<file path="config.mk">
export PLATFORM = sky130hd
export DESIGN_NAME = dpcmv_ctrl_flat
export DESIGN_NICKNAME = d
export VERILOG_FILES = /design/src/rtl/dpcmv_pkg.sv /design/src/rtl/dpcmv_if.sv /design/src/rtl/dpcmv_ctrl.sv /design/src/flat_wrapper.sv
export SDC_FILE = /design/constraint.sdc
export NUM_CORES = 1
export LEC_CHECK = 0
export BUFFER_PORTS_ARGS = -buffer_cell sky130_fd_sc_hd__buf_4
export CELL_PAD_IN_SITES_DETAIL_PLACEMENT = 1
export CELL_PAD_IN_SITES_GLOBAL_PLACEMENT = 1
export CORE_MARGIN = 4
export CORE_UTILIZATION = 25
export CTS_CLUSTER_SIZE = 30
export DETAILED_ROUTE_END_ITERATION = 8
export GPL_ROUTABILITY_DRIVEN = 0
export PLACE_DENSITY_LB_ADDON = 0.1
export SLEW_MARGIN = 20
export SYNTH_ARGS = -nofsm -noshare
export SYNTH_HDL_FRONTEND = slang
export SYNTH_SLANG_ARGS = --single-unit
</file>
<file path="constraint.sdc">
create_clock -name clk_i -period 4.7 [get_ports clk_i]
set_input_delay 0.47 -clock clk_i [delete_from_list [all_inputs] [get_ports clk_i]]
set_output_delay 0.47 -clock clk_i [all_outputs]
set_load 0.03 [all_outputs]
</file>
<file path="src/rtl/dpcmv_pkg.sv">
// Package for the vertical-prediction DPCM encoder.
// Holds the register map, field widths, reset values and shared struct types.
// No dependencies; every other file of the block refers to it, by scoped names or by import.
package dpcmv_pkg;

  localparam int unsigned MaxWidthDef  = 1024;
  localparam int unsigned MaxHeightDef = 4096;

  localparam int unsigned PixelW       = 8;
  localparam int unsigned LineWidthW   = 11;
  localparam int unsigned FrameHeightW = 13;
  localparam int unsigned ApbDataW     = 32;
  localparam int unsigned PaddrW       = 4;
  localparam int unsigned RegIdxW      = 2;

  localparam logic [RegIdxW-1:0] RegLineWidth   = 2'd0;
  localparam logic [RegIdxW-1:0] RegFrameHeight = 2'd1;
  localparam logic [RegIdxW-1:0] RegQuantMode   = 2'd2;

  localparam logic [LineWidthW-1:0]   LineWidthRst   = 11'd1024;
  localparam logic [FrameHeightW-1:0] FrameHeightRst = 13'd1;

  localparam logic ModeByte   = 1'b0;
  localparam logic ModeNibble = 1'b1;

  localparam logic [PixelW-1:0] PredFirstRow = 8'd128;
  localparam logic [PixelW:0]   DiffOffset   = 9'd255;

  typedef struct packed {
    logic [LineWidthW-1:0]   line_width;
    logic [FrameHeightW-1:0] frame_height;
    logic                    quant_mode;
  } cfg_t;

  typedef struct packed {
    logic first_row;
    logic last;
    logic quant_mode;
  } item_ctl_t;

endpackage

</file>
<file path="src/rtl/dpcmv_if.sv">
// Stream interfaces of the DPCM encoder: pixel input and code output channels.
// Depends on dpcmv_pkg for the field widths.
interface dpcmv_pix_if;
  logic                         valid;
  logic                         ready;
  logic [dpcmv_pkg::PixelW-1:0] pixel;

  modport source (output valid, output pixel, input ready);
  modport sink   (input valid, input pixel, output ready);
endinterface


</file>
<file path="src/rtl/dpcmv_ctrl.sv">
// Input side of the DPCM encoder: column and row counters, line store read
// and the input register that feeds the quantiser.
// Depends on dpcmv_pkg and the pixel stream interface.
module dpcmv_ctrl #(
  parameter int unsigned MAX_WIDTH  = dpcmv_pkg::MaxWidthDef,
  parameter int unsigned MAX_HEIGHT = dpcmv_pkg::MaxHeightDef,
  parameter int unsigned COL_W      = $clog2(MAX_WIDTH)
) (
  input  logic                         clk_i,
  input  logic                         rst_ni,
  input  dpcmv_pkg::cfg_t              cfg_i,
  dpcmv_pix_if.sink                    pix_i,
  input  logic                         out_free_i,
  output logic                         adv_o,
  output logic [dpcmv_pkg::PixelW-1:0] a_pixel_o,
  output logic [COL_W-1:0]             a_col_o,
  output dpcmv_pkg::item_ctl_t         a_ctl_o,
  output logic                         rd_en_o,
  output logic [COL_W-1:0]             rd_addr_o
);

  localparam int unsigned ROW_W  = (MAX_HEIGHT > 1) ? $clog2(MAX_HEIGHT) : 1;
  localparam int unsigned WCMP_W = ($clog2(MAX_WIDTH + 1) > dpcmv_pkg::LineWidthW) ?
                                   $clog2(MAX_WIDTH + 1) : dpcmv_pkg::LineWidthW;
  localparam int unsigned HCMP_W = ($clog2(MAX_HEIGHT + 1) > dpcmv_pkg::FrameHeightW) ?
                                   $clog2(MAX_HEIGHT + 1) : dpcmv_pkg::FrameHeightW;
  localparam logic [WCMP_W-1:0] MaxW = WCMP_W'(MAX_WIDTH);
  localparam logic [HCMP_W-1:0] MaxH = HCMP_W'(MAX_HEIGHT);

  logic [COL_W-1:0]             col_q, col_d;
  logic [ROW_W-1:0]             row_q, row_d;
  logic                         a_valid_q;
  logic [dpcmv_pkg::PixelW-1:0] a_pixel_q;
  logic [COL_W-1:0]             a_col_q;
  dpcmv_pkg::item_ctl_t         a_ctl_q;

  logic [WCMP_W-1:0] lw_ext, w_eff, col_inc;
  logic [HCMP_W-1:0] fh_ext, h_eff, row_inc;
  logic              accept, row_end, last, adv;

  assign lw_ext  = WCMP_W'(cfg_i.line_width);
  assign fh_ext  = HCMP_W'(cfg_i.frame_height);
  assign w_eff   = (lw_ext == '0) ? WCMP_W'(1) : ((lw_ext > MaxW) ? MaxW : lw_ext);
  assign h_eff   = (fh_ext == '0) ? HCMP_W'(1) : ((fh_ext > MaxH) ? MaxH : fh_ext);
  assign col_inc = WCMP_W'(col_q) + WCMP_W'(1);
  assign row_inc = HCMP_W'(row_q) + HCMP_W'(1);
  assign row_end = col_inc >= w_eff;
  assign last    = row_end && (row_inc >= h_eff);

  assign adv         = a_valid_q && out_free_i;
  assign pix_i.ready = !a_valid_q || out_free_i;
  assign accept      = pix_i.valid && pix_i.ready;

  assign adv_o     = adv;
  assign a_pixel_o = a_pixel_q;
  assign a_col_o   = a_col_q;
  assign a_ctl_o   = a_ctl_q;
  assign rd_en_o   = accept;
  assign rd_addr_o = col_q;

  always_comb begin
    col_d = col_q;
    row_d = row_q;
    if (accept) begin
      if (row_end) begin
        col_d = '0;
        row_d = last ? '0 : ROW_W'(row_inc);
      end else begin
        col_d = COL_W'(col_inc);
      end
    end
  end

  always_ff @(posedge clk_i or negedge rst_ni) begin
    if (!rst_ni) begin
      col_q     <= '0;
      row_q     <= '0;
      a_valid_q <= 1'b0;
    end else begin
      col_q <= col_d;
      row_q <= row_d;
      if (accept) begin
        a_valid_q <= 1'b1;
      end else if (adv) begin
        a_valid_q <= 1'b0;
      end
    end
  end

  always_ff @(posedge clk_i) begin
    if (accept) begin
      a_pixel_q          <= pix_i.pixel;
      a_col_q            <= col_q;
      a_ctl_q.first_row  <= (row_q == '0);
      a_ctl_q.last       <= last;
      a_ctl_q.quant_mode <= cfg_i.quant_mode;
    end
  end

endmodule

</file>
<file path="src/flat_wrapper.sv">
// flat-port wrapper written by rule: the top's interface ports become plain ports
module dpcmv_ctrl_flat 
#(
  parameter int unsigned MAX_WIDTH  = dpcmv_pkg::MaxWidthDef,
  parameter int unsigned MAX_HEIGHT = dpcmv_pkg::MaxHeightDef,
  parameter int unsigned COL_W      = $clog2(MAX_WIDTH)
)
  (clk_i, rst_ni, cfg_i, out_free_i, adv_o, a_pixel_o, a_col_o, a_ctl_o, rd_en_o, rd_addr_o, pix_i_valid, pix_i_pixel, pix_i_ready);
  dpcmv_pix_if pix_i_i ();
  input  logic clk_i;
  input  logic rst_ni;
  input  dpcmv_pkg::cfg_t cfg_i;
  input  logic out_free_i;
  output logic adv_o;
  output logic [dpcmv_pkg::PixelW-1:0] a_pixel_o;
  output logic [COL_W-1:0] a_col_o;
  output dpcmv_pkg::item_ctl_t a_ctl_o;
  output logic rd_en_o;
  output logic [COL_W-1:0] rd_addr_o;
  input wire logic [$bits(pix_i_i.valid)-1:0] pix_i_valid;
  input wire logic [$bits(pix_i_i.pixel)-1:0] pix_i_pixel;
  output wire logic [$bits(pix_i_i.ready)-1:0] pix_i_ready;
  assign pix_i_i.valid = pix_i_valid;
  assign pix_i_i.pixel = pix_i_pixel;
  assign pix_i_ready = pix_i_i.ready;
  dpcmv_ctrl #(.MAX_WIDTH(MAX_WIDTH), .MAX_HEIGHT(MAX_HEIGHT), .COL_W(COL_W)) u_core (.clk_i(clk_i), .rst_ni(rst_ni), .cfg_i(cfg_i), .pix_i(pix_i_i), .out_free_i(out_free_i), .adv_o(adv_o), .a_pixel_o(a_pixel_o), .a_col_o(a_col_o), .a_ctl_o(a_ctl_o), .rd_en_o(rd_en_o), .rd_addr_o(rd_addr_o));
endmodule
</file>
**Word-level counts from Yosys, hierarchy flattened**

Cells that the tools add are included.

- Shifts and indexed selects: 0
- Reduce and logical (&&, ||, !) cells: 10
- Order comparisons: 4
- Muxes and demuxes: 8
- Divide/modulo/power cells: 0
- Eq/ne operators: 0
- Multiply operators: 0
- Add/sub/neg operators: 2
- Bitwise operators: 0

Operator list:

| kind | number |
|---|---|
| 2-to-1 mux 13 bit | 2 |
| 2-to-1 mux 11 bit | 2 |
| adder 12 x 1 -> 13 bit, second input constant | 1 |
| >= comparator 13 bit | 1 |
| > comparator 13 bit, second input constant | 1 |
| zero test 13 bit | 1 |
| zero test 12 bit | 1 |
| 2-to-1 mux 12 bit | 1 |
| adder 10 x 1 -> 11 bit, second input constant | 1 |
| >= comparator 11 bit | 1 |
| > comparator 11 bit, second input constant | 1 |
| zero test 11 bit | 1 |
| 2-to-1 mux 10 bit | 1 |
| logical AND 1 bit | 3 |
| 2-to-1 mux 1 bit | 2 |
| AND reduction 2 bit | 1 |
| nonzero test 2 bit | 1 |
| zero test 1 bit | 1 |
| logical OR 1 bit | 1 |

- Flip-flop bits (word level): 44
- Memories kept: 0
- RAM bits: 0
- Latch bits: 0
- Memory bits (read-only): 0

**Longest topological paths before layout**

Gate-level depths: netlist (run 1).

- Depth in word-level cells: 6
- Depth in mapped cells: 14

**Worst setup path before layout (run 1)**

Ideal clock, no wire load.

- Path kind: register to register
- Start point: register u_core.col_q[0], in the netlist u_core.rd_addr_o[0]
- End point: register u_core.row_q[9]
- Arrival time: 2852 ps
- Cell stages (with the launch flop): 13
- Path buffers: 1
- Path slack: 1727 ps
- Data required time: 4579 ps
- Cells stage by stage: dfrtp_1 -> ha_1 -> nand3_1 -> and2_1 -> or2_2 -> ha_1 -> a21o_1 -> nand3_1 -> a21oi_1 -> o21ai_4 -> buf_6 -> o21bai_1 -> a22o_2

- Word-level cells in the longest chain between the ends: 4
- Elaborated cells between the ends (all ways): 5

Ends and longest elaborated chain:

| what | RTL line | RTL |
|---|---|---|
| from (decl) | dpcmv_ctrl.sv:30 | `logic [COL_W-1:0] col_q, col_d;` |
| from (signal assigned) | dpcmv_ctrl.sv:80 | `col_q <= col_d;` |
| adder 10 x 1 -> 11 bit (*) | dpcmv_ctrl.sv:45 | `assign col_inc = WCMP_W'(col_q) + WCMP_W'(1);` |
| >= comparator 11 bit (*) | dpcmv_ctrl.sv:47 | `assign row_end = col_inc >= w_eff;` |
| logical AND 1 bit | dpcmv_ctrl.sv:48 | `assign last = row_end && (row_inc >= h_eff);` |
| 2-to-1 mux 12 bit | dpcmv_ctrl.sv:67 | `row_d = last ? '0 : ROW_W'(row_inc);` |
| to (signal assigned) | dpcmv_ctrl.sv:81 | `row_q <= row_d;` |
| to (decl) | dpcmv_ctrl.sv:31 | `logic [ROW_W-1:0] row_q, row_d;` |

Mark *: on every way between the ends. The rest lies on a longest branch, timed or not.
A chain may end at the register's enable or synchronous reset.

**Final worst setup path (run 1)**

- Start point: register u_core.row_q[0]
- End point: register u_core.row_q[8]

- Word-level cells in the longest chain between the ends: 4

Ends and longest elaborated chain:

| what | RTL line | RTL |
|---|---|---|
| adder 12 x 1 -> 13 bit (*) | dpcmv_ctrl.sv:46 | `assign row_inc = HCMP_W'(row_q) + HCMP_W'(1);` |
| >= comparator 13 bit | dpcmv_ctrl.sv:48 |  |
| logical AND 1 bit | dpcmv_ctrl.sv:48 |  |
| 2-to-1 mux 12 bit (*) | dpcmv_ctrl.sv:67 |  |

Marked as above.

==> impl_metrics.prom, run 1 <==
# TYPE chip_impl_metric gauge
chip_impl_metric{name="post-route-worst-setup-slack",unit="ns"} 1.19
chip_impl_info{name="cts_tree",value="yes"} 1
chip_impl_info{name="dominant_cell_type_by_area_after_synthesis",value="sky130_fd_sc_hd__edfxtp_1"} 1
chip_impl_metric{name="core_area",unit="um^2"} 10300
chip_impl_metric{name="skew_pair_late_insertion_delay",unit="ns"} 0.29
chip_impl_info{name="setup.worst_path.end_class",value="register"} 1
chip_impl_info{name="status",value="complete, no violations"} 1
chip_impl_metric{name="post_cts_buffers",unit=""} 0
chip_impl_metric{name="fin_crit",unit="ns"} 3.51
chip_impl_metric{name="cts-buffers-inserted",unit=""} 5
chip_impl_metric{name="synth_enable_flop_cells",unit=""} 21
chip_impl_metric{name="layout-drive-gt1-share",unit="%"} 29.6
chip_impl_metric{name="grt_first_pass_wirelength",unit="mm"} 11.9
chip_impl_metric{name="synth_seq_cells",unit=""} 44
chip_impl_metric{name="grt_antenna_before_repair",unit=""} 0
chip_impl_metric{name="die_height",unit="um"} 111
chip_impl_metric{name="total_negative_setup_slacks",unit="ns"} 0
chip_impl_metric{name="synthesis.area_per_instance",unit="um^2"} 10.5
chip_impl_metric{name="track_usage",unit="%"} 11.9
chip_impl_metric{name="utilization_after_layout",unit="%"} 33.2
chip_impl_metric{name="rows",unit=""} 37
chip_impl_info{name="synth_top_cells_by_area",value="sky130_fd_sc_hd__edfxtp_1 24%, sky130_fd_sc_hd__dfrtp_1 22%, sky130_fd_sc_hd__ha_1 13%, sky130_fd_sc_hd__nand2_1 6.0%, sky130_fd_sc_hd__xor2_1 3.0%"} 1
chip_impl_metric{name="cts_resized",unit=""} 0
chip_impl_metric{name="final_net_count",unit=""} 387
chip_impl_metric{name="total_i_o_pin_count",unit=""} 71
chip_impl_metric{name="power.density",unit="nW/um^2"} 344
chip_impl_metric{name="avgViaCountPerCell",unit=""} 4.65
chip_impl_metric{name="multi_input_area",unit="um^2"} 1360
chip_impl_metric{name="drt_iter0_markers",unit=""} 57
chip_impl_metric{name="path_buf_inv",unit=""} 0
chip_impl_metric{name="cp_data_required_time",unit="ns"} 4.94
chip_impl_info{name="critPathSlowestCell",value="sky130_fd_sc_hd__nor2_1"} 1
chip_impl_metric{name="syn_area",unit="um^2"} 2630
chip_impl_metric{name="pre_cts_ws",unit="ns"} 1.21
chip_impl_metric{name="numClockSinks",unit=""} 44
chip_impl_metric{name="ys_types",unit=""} 43
chip_impl_metric{name="ant_nets",unit=""} 0
chip_impl_metric{name="post-dp-hpwl",unit="mm"} 5.59
chip_impl_metric{name="worst_slew_margin_rel",unit="%"} 59.6
chip_impl_info{name="rsz0062_at_grt",value="false"} 1
chip_impl_info{name="cts_root_buf",value="sky130_fd_sc_hd__clkbuf_8"} 1
chip_impl_info{name="crit_type",value="register to register"} 1
chip_impl_info{name="synth_most_common_cell",value="sky130_fd_sc_hd__nand2_1"} 1
chip_impl_metric{name="synth.yosys.warnings",unit=""} 0
chip_impl_metric{name="maximum_number_of_pins_on_one_net_before_global_route_repair",unit=""} 24
chip_impl_metric{name="dr.pass1.iters",unit=""} 4
chip_impl_metric{name="skew",unit="ns"} 0.00457
chip_impl_metric{name="vias_in_the_first_global_route",unit=""} 2224
chip_impl_metric{name="clock_path_buffers",unit=""} 2
chip_impl_info{name="critical_path.cell_chain",value="ha_1 -> nand3_1 -> nor2_1 -> and3_1 -> nand3_1 -> xnor2_1 -> ha_1 -> a21oi_1 -> o21ai_0 -> a21oi_1 -> nand2_2 -> nor2_1 -> a22o_2"} 1
chip_impl_info{name="cp-startpoint",value="u_core.row_q[0]$_DFFE_PN0P_"} 1
chip_impl_metric{name="port_buffers",unit=""} 70
chip_impl_metric{name="num_antenna_cells",unit=""} 0
chip_impl_metric{name="timing.critical_path.slowest_cell_delay",unit="ns"} 0.52
chip_impl_metric{name="vdd_drop_max",unit="mV"} 0.212
chip_impl_metric{name="path_clk_slew",unit="ns"} 0.09
chip_impl_metric{name="vias",unit=""} 2137
chip_impl_metric{name="synth_fp_nets",unit=""} 315
chip_impl_metric{name="maxSlewViolCount",unit=""} 0
chip_impl_metric{name="synthArstFlopShare",unit="%"} 52.3
chip_impl_metric{name="drc",unit=""} 0
chip_impl_metric{name="wirelength",unit="mm"} 7.13
chip_impl_info{name="dominantRegCellSynth",value="sky130_fd_sc_hd__dfrtp_1"} 1
chip_impl_metric{name="initial_core_util",unit="%"} 25.6
chip_impl_metric{name="maxCapViolCount",unit=""} 0
chip_impl_metric{name="synthesis.instances",unit=""} 251
chip_impl_info{name="hold_path.class",value="primary input to asynchronous set/reset pin"} 1
chip_impl_metric{name="gr-total-overflow",unit=""} 0
chip_impl_info{name="synth_commonest_cells",value="42 x sky130_fd_sc_hd__nand2_1, 27 x sky130_fd_sc_hd__ha_1, 23 x sky130_fd_sc_hd__dfrtp_1"} 1
chip_impl_metric{name="postCtsHoldBufs",unit=""} 0
chip_impl_metric{name="worst_slew_pin_slew",unit="ns"} 0.605
chip_impl_metric{name="fillers",unit=""} 1211
chip_impl_metric{name="die_area",unit="um^2"} 12200
chip_impl_info{name="setup.worst_path.start_class",value="register"} 1
chip_impl_metric{name="cts_max_level",unit=""} 2
chip_impl_metric{name="max_freq",unit="GHz"} 0.285
chip_impl_metric{name="seq_area_frac_synth",unit="%"} 45.9
chip_impl_metric{name="timing.final.crit_share",unit="%"} 74.6
chip_impl_metric{name="final-hold-violation-count",unit=""} 0
chip_impl_metric{name="worst_ep_arrival_time",unit="ns"} 3.74
chip_impl_metric{name="power.leakage",unit="uW"} 0.00160
chip_impl_metric{name="floorplan.die.width",unit="um"} 111
chip_impl_metric{name="area_growth_from_synthesis_to_final_layout",unit="%"} 29.7
chip_impl_info{name="worst_path_dominant_cell_family",value="simple AND/OR/NAND/NOR gates"} 1
chip_impl_metric{name="seqCellArea",unit="um^2"} 1210
chip_impl_info{name="r2r-start",value="u_core.row_q[0]$_DFFE_PN0P_"} 1
chip_impl_metric{name="routed_wire_length_per_instance",unit="um"} 15.5
chip_impl_metric{name="synthDominantCellAreaShare",unit="%"} 24.0
chip_impl_metric{name="crit_path_max_fanout",unit=""} 9
chip_impl_metric{name="final-setup-viol-count",unit=""} 0
## cell families (layout without fill, tap and decap cells)
group / after synthesis / count (layout) / share of synthesized area (%)
AOI/OAI and AO/OA: 50 / 50 / 14.5
xor gates and xnor gates: 15 / 15 / 5.00
adders and majority gates: 27 / 27 / 12.9
buffers and inverters: 14 / 87 / 2.38
DFF: 44 / 44 / 45.9
muxes: 1 / 1 / 0.428
and+or+nand+nor: 100 / 100 / 18.9
## cell usage in the layout (no fill, tap or decap), types with 8 or more instances in the layout
cell,instances
sky130_fd_sc_hd__a21oi_1,10
sky130_fd_sc_hd__nand2_1,42
sky130_fd_sc_hd__a22o_1,8
sky130_fd_sc_hd__buf_4,71
sky130_fd_sc_hd__edfxtp_1,21
sky130_fd_sc_hd__xor2_1,9
sky130_fd_sc_hd__ha_1,27
sky130_fd_sc_hd__nand3_1,10
sky130_fd_sc_hd__dfrtp_1,23
sky130_fd_sc_hd__nor2_1,11
## through the flow
stage	instance area [um^2]	total power, uW	hold slack (ns)	cells
after global placement	3300	890	0.410	452
after detailed placement	3300	895	0.403	452
after floorplan	2630	743	0.174	251
after global routing	3410	1260	0.0753	460
after CTS	3410	1200	0.0735	460
final	3410	1170	0.0722	460
## final timing paths
check	depth (start not counted)	endpoint	slack, ns
min in group clk_i	1	u_core.a_ctl_o[0]$_DFFE_PP_	0.34
worst max register to register	13	u_core.row_q[8]$_DFFE_PN0P_	1.19
worst max-delay path	13	u_core.row_q[8]$_DFFE_PN0P_	1.19
worst min-delay path	1	u_core.rd_addr_o[6]$_DFFE_PN0P_	0.07
max in group asynchronous	1	u_core.rd_addr_o[3]$_DFFE_PN0P_	4.37
worst min register to register	2	u_core.a_valid_q$_DFFE_PN0P_	0.55
## power breakdown
group / switching, uW / total (uW) / leakage [uW] / internal (uW)
logic: 214 / 375 / 0.00104 / 161
clock network: 136 / 293 / 0.0000558 / 158
registers: 53.5 / 506 / 0.000505 / 452
total: 403 / 1170 / 0.00160 / 771
## routing by layer
layer / vias to the layer above / GRT usage [%] / part of all wire [%]
li1: 1067 / - / -
met1: 1023 / 16.7 / 49
met3: 4 / 2.14 / 3.5
met4: 0 / 2.96 / 0.86
met2: 43 / 18.9 / 47
met5: - / 0 / 0
## registers in the layout, indices dropped and copies added, names as in the netlist
name              cells
u_core.a_ctl_o        3
u_core.a_col_o       10
u_core.rd_addr_o     10
u_core.row_q         12
u_core.a_valid_q      1
u_core.a_pixel_o      8
## cell type report
type | count | share of cell area [%]
inverter | 8 | 0.880
clock inverter | 3 | 1.25
clock buffer | 5 | 2.02
sequential | 44 | 35.4
timing repair buffer | 71 | 15.6
tap | 136 | 4.99
multi-input combinational | 193 | 39.9
## worst register-to-register path: stages, from the launching register on
cell                      delay [ns]
sky130_fd_sc_hd__dfrtp_1        0.46
sky130_fd_sc_hd__ha_1           0.24
sky130_fd_sc_hd__nand3_1        0.16
sky130_fd_sc_hd__nor2_1         0.28
sky130_fd_sc_hd__and3_1         0.29
sky130_fd_sc_hd__nand3_1        0.11
sky130_fd_sc_hd__xnor2_1        0.20
sky130_fd_sc_hd__ha_1           0.27
sky130_fd_sc_hd__a21oi_1        0.14
sky130_fd_sc_hd__o21ai_0        0.09
sky130_fd_sc_hd__a21oi_1        0.22
sky130_fd_sc_hd__nand2_2        0.19
sky130_fd_sc_hd__nor2_1         0.53
sky130_fd_sc_hd__a22o_2         0.26
(Power assumes the default switching activity.)
==> inputs of run 2 (changes only) <==
- clock period: 4.7 -> 2.81 ns (I/O delays scaled with it)
==> run 2 against run 1 <==
Worst setup slack got worse by 1.2 ns. Largest power group is now combinational cells. Non-clock buffer count increased by 49. Worst hold slack improved by 0.079 ns.
==> impl_metrics.prom, run 2 (synthesis gave the netlist of run 1 again) <==
# TYPE chip_impl_metric gauge
chip_impl_info{name="status",value="complete, no violations"} 1
chip_impl_metric{name="grt_first_pass_wirelength",unit="mm"} 12.9
chip_impl_info{name="setup.worst_path.start_class",value="register"} 1
chip_impl_info{name="setup.worst_path.end_class",value="register"} 1
chip_impl_metric{name="wirelength",unit="mm"} 7.88
chip_impl_metric{name="sw_frac_of_total",unit="%"} 34.7
chip_impl_metric{name="skew_pair_late_insertion_delay",unit="ns"} 0.30
chip_impl_info{name="most_common_cell_after_layout_fill_and_taps_aside",value="sky130_fd_sc_hd__buf_4"} 1
chip_impl_info{name="cts_root_buf",value="sky130_fd_sc_hd__clkbuf_8"} 1
chip_impl_metric{name="sequentialPowerShare",unit="%"} 36.5
chip_impl_metric{name="power.density",unit="nW/um^2"} 555
chip_impl_metric{name="routed-wl-met3",unit="um"} 205
chip_impl_metric{name="fillers",unit=""} 1185
chip_impl_metric{name="path_clk_slew",unit="ns"} 0.09
chip_impl_metric{name="routed_wire_length_per_instance",unit="um"} 15.5
chip_impl_metric{name="layout-drive-gt1-share",unit="%"} 48.3
chip_impl_metric{name="instances_no_fill",unit=""} 509
chip_impl_metric{name="fin_crit",unit="ns"} 2.78
chip_impl_metric{name="share_comb_of_total_power",unit="%"} 40.7
chip_impl_metric{name="cell_depth_of_the_worst_setup_path",unit=""} 13
chip_impl_info{name="route.top_layer_used",value="met4"} 1
chip_impl_info{name="worst_path_dominant_cell_family",value="compound AO/OA/AOI/OAI gates"} 1
chip_impl_metric{name="die_height",unit="um"} 111
chip_impl_metric{name="number_of_instances_in_the_placed_design",unit=""} 484
chip_impl_metric{name="drt_iter0_markers",unit=""} 54
chip_impl_metric{name="total_i_o_pin_count",unit=""} 71
chip_impl_info{name="most_flop_heavy_register",value="u_core.row_q"} 1
chip_impl_metric{name="maximum_number_of_pins_on_one_net_before_global_route_repair",unit=""} 24
chip_impl_metric{name="die_area",unit="um^2"} 12200
chip_impl_metric{name="crit_path_max_fanout",unit=""} 5
chip_impl_metric{name="drt-met1-wl",unit="mm"} 3.86
chip_impl_metric{name="worst_reg2reg_path_length_in_cells",unit=""} 13
chip_impl_metric{name="ant_nets",unit=""} 0
chip_impl_info{name="rsz0062_at_grt",value="true"} 1
chip_impl_info{name="critical_path.reg2reg.endpoint",value="u_core.row_q[5]$_DFFE_PN0P_"} 1
chip_impl_info{name="highest_count_cells_in_the_layout_ignoring_fill_and_taps",value="115 x sky130_fd_sc_hd__buf_4, 41 x sky130_fd_sc_hd__nand2_1, 24 x sky130_fd_sc_hd__ha_1"} 1
chip_impl_metric{name="utilization_after_layout",unit="%"} 39.0
chip_impl_metric{name="port_buffers",unit=""} 70
chip_impl_metric{name="vias",unit=""} 2360
chip_impl_metric{name="initial_core_util",unit="%"} 25.6
chip_impl_info{name="r2r-start",value="u_core.rd_addr_o[1]$_DFFE_PN0P_"} 1
chip_impl_metric{name="avgViaCountPerCell",unit=""} 4.64
chip_impl_metric{name="area_growth_from_synthesis_to_final_layout",unit="%"} 52.6
chip_impl_metric{name="track_usage",unit="%"} 12.8
chip_impl_metric{name="switching_power",unit="uW"} 772
chip_impl_metric{name="maxCapViolCount",unit=""} 0
chip_impl_metric{name="final-setup-viol-count",unit=""} 0
chip_impl_metric{name="worst_ep_arrival_time",unit="ns"} 3.00
chip_impl_metric{name="max_freq",unit="GHz"} 0.359
chip_impl_info{name="cts_tree",value="yes"} 1
chip_impl_metric{name="worst_slew_margin_rel",unit="%"} 74.1
chip_impl_metric{name="timing.critical_path.slowest_cell_delay",unit="ns"} 0.44
chip_impl_metric{name="cp_data_required_time",unit="ns"} 3.03
chip_impl_metric{name="skew",unit="ns"} 0.00538
chip_impl_metric{name="final_net_count",unit=""} 436
chip_impl_info{name="crit_path_end",value="u_core.row_q[5]$_DFFE_PN0P_"} 1
chip_impl_metric{name="vdd_drop_max",unit="mV"} 0.227
chip_impl_metric{name="total_negative_setup_slacks",unit="ns"} 0
chip_impl_metric{name="num_antenna_cells",unit=""} 0
chip_impl_metric{name="maxSlewViolCount",unit=""} 0
chip_impl_info{name="cp-startpoint",value="u_core.rd_addr_o[1]$_DFFE_PN0P_"} 1
chip_impl_metric{name="drc",unit=""} 0
chip_impl_metric{name="internal_power",unit="uW"} 1450
chip_impl_metric{name="floorplan.die.width",unit="um"} 111
chip_impl_metric{name="clock_path_buffers",unit=""} 2
chip_impl_metric{name="met2WireLength",unit="mm"} 3.73
chip_impl_metric{name="cts_max_level",unit=""} 2
chip_impl_metric{name="path_buf_inv",unit=""} 2
chip_impl_info{name="crit_type",value="register to register"} 1
chip_impl_metric{name="vias_in_the_first_global_route",unit=""} 2555
chip_impl_info{name="hold_path.class",value="primary input to register"} 1
chip_impl_info{name="origin_of_the_worst_min_delay_path",value="pix_i_pixel[7]"} 1
chip_impl_metric{name="power.leakage",unit="uW"} 0.00187
chip_impl_metric{name="timing.final.crit_share",unit="%"} 99.0
chip_impl_metric{name="post-dp-hpwl",unit="mm"} 6.07
chip_impl_metric{name="grt_antenna_before_repair",unit=""} 0
chip_impl_metric{name="core_area",unit="um^2"} 10300
chip_impl_metric{name="final-hold-violation-count",unit=""} 0
chip_impl_metric{name="gr-total-overflow",unit=""} 0
chip_impl_metric{name="worst_slew_pin_slew",unit="ns"} 0.388
chip_impl_metric{name="cts-buffers-inserted",unit=""} 5
chip_impl_info{name="critPathSlowestCell",value="sky130_fd_sc_hd__dfrtp_2"} 1
chip_impl_metric{name="max_reg_flops",unit=""} 12
chip_impl_metric{name="clock_power_share",unit="%"} 22.9
chip_impl_metric{name="numClockSinks",unit=""} 44
chip_impl_info{name="critical-path-top-cell-by-count",value="sky130_fd_sc_hd__buf_4"} 1
chip_impl_metric{name="dr.pass1.iters",unit=""} 4
chip_impl_info{name="critical_path.cell_chain",value="ha_4 -> nand3_4 -> nor2_4 -> buf_4 -> and3_1 -> ha_1 -> nand4_1 -> nor2_1 -> a221o_2 -> o21ai_4 -> buf_4 -> o21ai_0 -> o31ai_2"} 1
chip_impl_metric{name="r2r_setup_slack",unit="ns"} 0.03
chip_impl_metric{name="rows",unit=""} 37
==> run 2: cell count changes in the layout (fill, tap and decap cells not counted), sizes merged <==
cell         previous run  this run
dlygate4sd3             0         1
clkinvlp                0         1
inv                     7         8
clkinv                  3         1
buf                    71       119
==> run 2: how the worst min path moves through the flow <==
stage	end	slack (ns)	depth (start not counted)
6_report	u_core.a_pixel_o[7]$_DFFE_PP_	0.15	1
5_1_grt	u_core.a_pixel_o[2]$_DFFE_PP_	0.13	1
4_1_cts	u_core.a_pixel_o[1]$_DFFE_PP_	0.14	1
3_5_place_dp	u_core.a_valid_q$_DFFE_PN0P_	0.21	1
3_3_place_gp	u_core.rd_addr_o[2]$_DFFE_PN0P_	0.21	1
2_1_floorplan	u_core.a_valid_q$_DFFE_PN0P_	-0.01	0
==> run 2: through the flow <==
step           area [um^2]  power, uW  setup WS (ns)  hold slack, ns
3_5_place_dp          3580       1630         -0.139           0.211
3_3_place_gp          3580       1610         -0.124           0.211
2_1_floorplan         2660       1260        0.00286         -0.0146
4_1_cts               3770       2160         0.0248           0.136
6_report              4010       2230         0.0281           0.151
5_1_grt               4010       2380         -0.106           0.130
==> run 2: final cells by class <==
cell class / instances / area, um^2 / share of cell area (%)
Clock buffer: 5 / 68.8 / 1.72
Sequential cell: 44 / 1210 / 30.3
Clock inverter: 3 / 46.3 / 1.15
Tap cell: 136 / 170 / 4.24
Inverter: 8 / 30.0 / 0.749
Timing Repair Buffer: 120 / 927 / 23.1
Multi-Input combinational cell: 193 / 1560 / 38.8
==> run 2: worst register-to-register path: stages (launching register included) <==
cell                      delay [ns]
sky130_fd_sc_hd__dfrtp_2        0.44
sky130_fd_sc_hd__ha_4           0.18
sky130_fd_sc_hd__nand3_4        0.11
sky130_fd_sc_hd__nor2_4         0.05
sky130_fd_sc_hd__buf_4          0.14
sky130_fd_sc_hd__and3_1         0.18
sky130_fd_sc_hd__ha_1           0.32
sky130_fd_sc_hd__nand4_1        0.13
sky130_fd_sc_hd__nor2_1         0.06
sky130_fd_sc_hd__a221o_2        0.41
sky130_fd_sc_hd__o21ai_4        0.27
sky130_fd_sc_hd__buf_4          0.21
sky130_fd_sc_hd__o21ai_0        0.13
sky130_fd_sc_hd__o31ai_2        0.08
==> run 2: repair_timing <==
item                                   CTS  global route
endpoints found under the hold margin   23             0
gates resized for setup                  7            37
pin swaps                                5            29
setup endpoints to repair               12            23
cloned                                   1             0
buffers inserted                         4            11
hold buffers                             1             0
==> run 2: power by group through the flow <==
stage	clock [uW]	combinational, uW	sequential, uW
after global placement	0	788	818
after global routing	557	997	822
after detailed placement	0	809	821
after floorplan	0	305	956
after CTS	528	821	810
final	509	906	812
==> run 2: routing by layer <==
metal,track usage [%],up-vias
met5,0,-
met4,3.20,0
met3,2.14,7
met2,20.9,41
met1,17.8,1149
li1,-,1163
==> inputs of run 3 (changes only) <==
- SETUP_SLACK_MARGIN: not set -> 0.1
- clock period: 2.81 -> 3.1 ns (I/O delays scaled with it)
==> run 3 against run 2 <==
Via count is 4.6% lower. Clock-buffer cell count is the same. Critical path depth fell by 1. Non-clock buffer count down 21. Critical endpoint is now u_core.row_q[7]$_DFFE_PN0P_. Largest cell class unchanged. Core utilization fell by 2.7 points. Worst setup slack gained 0.23 ns. Sequential cell count stayed put. Clock power is 11% lower. Die area unchanged. Register-to-register slack improved by 0.23 ns. Fmax shrank 2.1%. Total power shrank 13%.
==> impl_metrics.prom, run 3 (synthesis gave the netlist of run 1 again) <==
# TYPE chip_impl_metric gauge
chip_impl_metric{name="die_area",unit="um^2"} 12200
chip_impl_metric{name="maxCapViolCount",unit=""} 0
chip_impl_metric{name="routed-wl-met3",unit="um"} 250
chip_impl_metric{name="clock_power_share",unit="%"} 23.4
chip_impl_info{name="setup.worst_path.start_class",value="register"} 1
chip_impl_metric{name="core_area",unit="um^2"} 10300
chip_impl_info{name="hold_path.class",value="primary input to register"} 1
chip_impl_metric{name="numClockSinks",unit=""} 44
chip_impl_metric{name="drt_iter0_markers",unit=""} 66
chip_impl_metric{name="post-dp-hpwl",unit="mm"} 5.83
chip_impl_metric{name="skew",unit="ns"} 0.0117
chip_impl_metric{name="port_buffers",unit=""} 70
chip_impl_metric{name="layout-drive-gt1-share",unit="%"} 39.8
chip_impl_metric{name="total_i_o_pin_count",unit=""} 71
chip_impl_metric{name="die_height",unit="um"} 111
chip_impl_metric{name="timing.critical_path.slowest_cell_delay",unit="ns"} 0.42
chip_impl_info{name="most_flop_heavy_register",value="u_core.row_q"} 1
chip_impl_info{name="r2r-start",value="u_core.rd_addr_o[0]$_DFFE_PN0P_"} 1
chip_impl_metric{name="cp_data_required_time",unit="ns"} 3.28
chip_impl_metric{name="wirelength",unit="mm"} 7.47
chip_impl_info{name="critical_path.cell_chain",value="ha_4 -> nand3_4 -> nor2_4 -> xor2_1 -> ha_1 -> a21o_1 -> a21o_1 -> a221o_2 -> o21ai_4 -> nor2_1 -> buf_4 -> a22o_2"} 1
chip_impl_info{name="critical-path-top-cell-by-count",value="sky130_fd_sc_hd__a21o_1"} 1
chip_impl_metric{name="switching_power",unit="uW"} 674
chip_impl_metric{name="seqCellArea",unit="um^2"} 1210
chip_impl_metric{name="sw_frac_of_total",unit="%"} 34.6
chip_impl_metric{name="cell_depth_of_the_worst_setup_path",unit=""} 12
chip_impl_metric{name="max_reg_flops",unit=""} 12
chip_impl_metric{name="final-setup-viol-count",unit=""} 0
chip_impl_metric{name="avgViaCountPerCell",unit=""} 4.61
chip_impl_info{name="most_common_cell_after_layout_fill_and_taps_aside",value="sky130_fd_sc_hd__buf_4"} 1
chip_impl_info{name="cp-startpoint",value="u_core.rd_addr_o[0]$_DFFE_PN0P_"} 1
chip_impl_info{name="setup.worst_path.end_class",value="register"} 1
chip_impl_metric{name="fin_hold_ws",unit="ns"} 0.182
chip_impl_info{name="highest_count_cells_in_the_layout_ignoring_fill_and_taps",value="97 x sky130_fd_sc_hd__buf_4, 42 x sky130_fd_sc_hd__nand2_1, 25 x sky130_fd_sc_hd__ha_1"} 1
chip_impl_metric{name="floorplan.die.width",unit="um"} 111
chip_impl_metric{name="vias_in_the_first_global_route",unit=""} 2340
chip_impl_metric{name="final-hold-violation-count",unit=""} 0
chip_impl_metric{name="met2WireLength",unit="mm"} 3.63
chip_impl_metric{name="cts_max_level",unit=""} 2
chip_impl_metric{name="maxSlewViolCount",unit=""} 0
chip_impl_metric{name="fin_crit",unit="ns"} 2.84
chip_impl_metric{name="max_freq",unit="GHz"} 0.352
chip_impl_metric{name="routed_wire_length_per_instance",unit="um"} 15.3
chip_impl_metric{name="dr.pass1.iters",unit=""} 4
chip_impl_metric{name="internal_power",unit="uW"} 1270
chip_impl_info{name="crit_type",value="register to register"} 1
chip_impl_metric{name="ant_nets",unit=""} 0
chip_impl_info{name="status",value="complete, no violations"} 1
chip_impl_metric{name="r2r_setup_slack",unit="ns"} 0.26
chip_impl_metric{name="grt_antenna_before_repair",unit=""} 0
chip_impl_metric{name="vias",unit=""} 2252
chip_impl_metric{name="design_area",unit="um^2"} 3730
chip_impl_metric{name="power.density",unit="nW/um^2"} 521
chip_impl_metric{name="sequentialPowerShare",unit="%"} 38.0
chip_impl_metric{name="final_net_count",unit=""} 415
chip_impl_metric{name="clock_path_buffers",unit=""} 2
chip_impl_metric{name="path_clk_slew",unit="ns"} 0.09
chip_impl_metric{name="skew_pair_late_insertion_delay",unit="ns"} 0.30
chip_impl_metric{name="worst_slew_margin_rel",unit="%"} 61.1
chip_impl_info{name="cts_tree",value="yes"} 1
chip_impl_metric{name="cts-buffers-inserted",unit=""} 5
chip_impl_metric{name="share_comb_of_total_power",unit="%"} 38.5
chip_impl_metric{name="power.leakage",unit="uW"} 0.00175
chip_impl_info{name="critPathSlowestCell",value="sky130_fd_sc_hd__dfrtp_1"} 1
chip_impl_metric{name="timing.final.crit_share",unit="%"} 91.7
chip_impl_metric{name="fillers",unit=""} 1190
chip_impl_metric{name="crit_path_max_fanout",unit=""} 7
chip_impl_metric{name="vdd_drop_max",unit="mV"} 0.333
chip_impl_metric{name="track_usage",unit="%"} 12.1
chip_impl_metric{name="drt-met1-wl",unit="mm"} 3.54
chip_impl_metric{name="num_antenna_cells",unit=""} 0
chip_impl_info{name="route.top_layer_used",value="met4"} 1
chip_impl_metric{name="gr-total-overflow",unit=""} 0
chip_impl_metric{name="worst_slew_pin_slew",unit="ns"} 0.582
chip_impl_metric{name="grt_first_pass_wirelength",unit="mm"} 12.2
chip_impl_info{name="cts_root_buf",value="sky130_fd_sc_hd__clkbuf_8"} 1
chip_impl_metric{name="postPlaceCellArea",unit="um^2"} 3440
chip_impl_metric{name="worst_ep_arrival_time",unit="ns"} 3.02
chip_impl_metric{name="worst_reg2reg_path_length_in_cells",unit=""} 12
chip_impl_info{name="crit_path_end",value="u_core.row_q[7]$_DFFE_PN0P_"} 1
chip_impl_metric{name="path_buf_inv",unit=""} 1
chip_impl_info{name="worst_path_dominant_cell_family",value="compound AO/OA/AOI/OAI gates"} 1
chip_impl_info{name="rsz0062_at_grt",value="false"} 1
chip_impl_metric{name="area_growth_from_synthesis_to_final_layout",unit="%"} 42.0
chip_impl_metric{name="multi_input_area",unit="um^2"} 1460
chip_impl_metric{name="rows",unit=""} 37
chip_impl_metric{name="initial_core_util",unit="%"} 25.6
chip_impl_metric{name="maximum_number_of_pins_on_one_net_before_global_route_repair",unit=""} 24
chip_impl_info{name="critical_path.reg2reg.endpoint",value="u_core.row_q[7]$_DFFE_PN0P_"} 1
chip_impl_metric{name="drc",unit=""} 0
[run 3: how the worst min path moves through the flow]
stage / start / endpoint / slack (ns) / cells after the start
floorplan: rst_ni / u_core.a_valid_q$_DFFE_PN0P_ / 0.01 / 0
global placement: rst_ni / u_core.a_valid_q$_DFFE_PN0P_ / 0.25 / 1
detailed placement: rst_ni / u_core.rd_addr_o[7]$_DFFE_PN0P_ / 0.25 / 1
CTS: cfg_i[0] / u_core.a_ctl_o[0]$_DFFE_PP_ / 0.17 / 1
global route: pix_i_pixel[3] / u_core.a_pixel_o[3]$_DFFE_PP_ / 0.16 / 1
finish: pix_i_pixel[4] / u_core.a_pixel_o[4]$_DFFE_PP_ / 0.18 / 1
[run 3: metal layers]
metal,GRT usage [%],up-vias
met1,17.0,1087
met3,2.14,2
met2,19.3,44
met5,0,-
met4,3.20,0
li1,-,1119
[run 3: final cells by class]
type / instances / area share, %
timing repair buffer: 99 / 20.1
multi-input combinational: 193 / 39.1
clock inverter: 3 / 1.24
clock buffer: 5 / 1.84
inverter: 8 / 0.805
sequential: 44 / 32.4
tap: 136 / 4.56
[run 3: what timing repair did]
action                                  in CTS  in global routing
setup buffers                                2                  6
resized for setup                            7                 19
endpoints found under the hold margin       23                  0
pin swaps                                    0                  6
hold buffers                                 1                  0
endpoints found under the setup margin      13                 14
[run 3: stage by stage]
stage	setup WS [ns]	total power [uW]	TNS, ns	std cells	utilization, %
6_report	0.258	1940	0	488	36.3
5_1_grt	0.0958	2080	0	488	36.3
4_1_cts	0.108	1930	0	482	35.1
3_5_place_dp	-0.109	1430	-0.281	471	33.5
3_3_place_gp	0.0647	1420	0	471	33.5
2_1_floorplan	0.127	1130	0	251	-
[run 3: power groups by stage]
stage / combinational [uW] / clock (uW) / sequential, uW
after global placement: 677 / 0 / 739
after floorplan: 267 / 0 / 859
after global routing: 833 / 501 / 748
after detailed placement: 690 / 0 / 742
after CTS: 722 / 479 / 724
final: 750 / 455 / 740
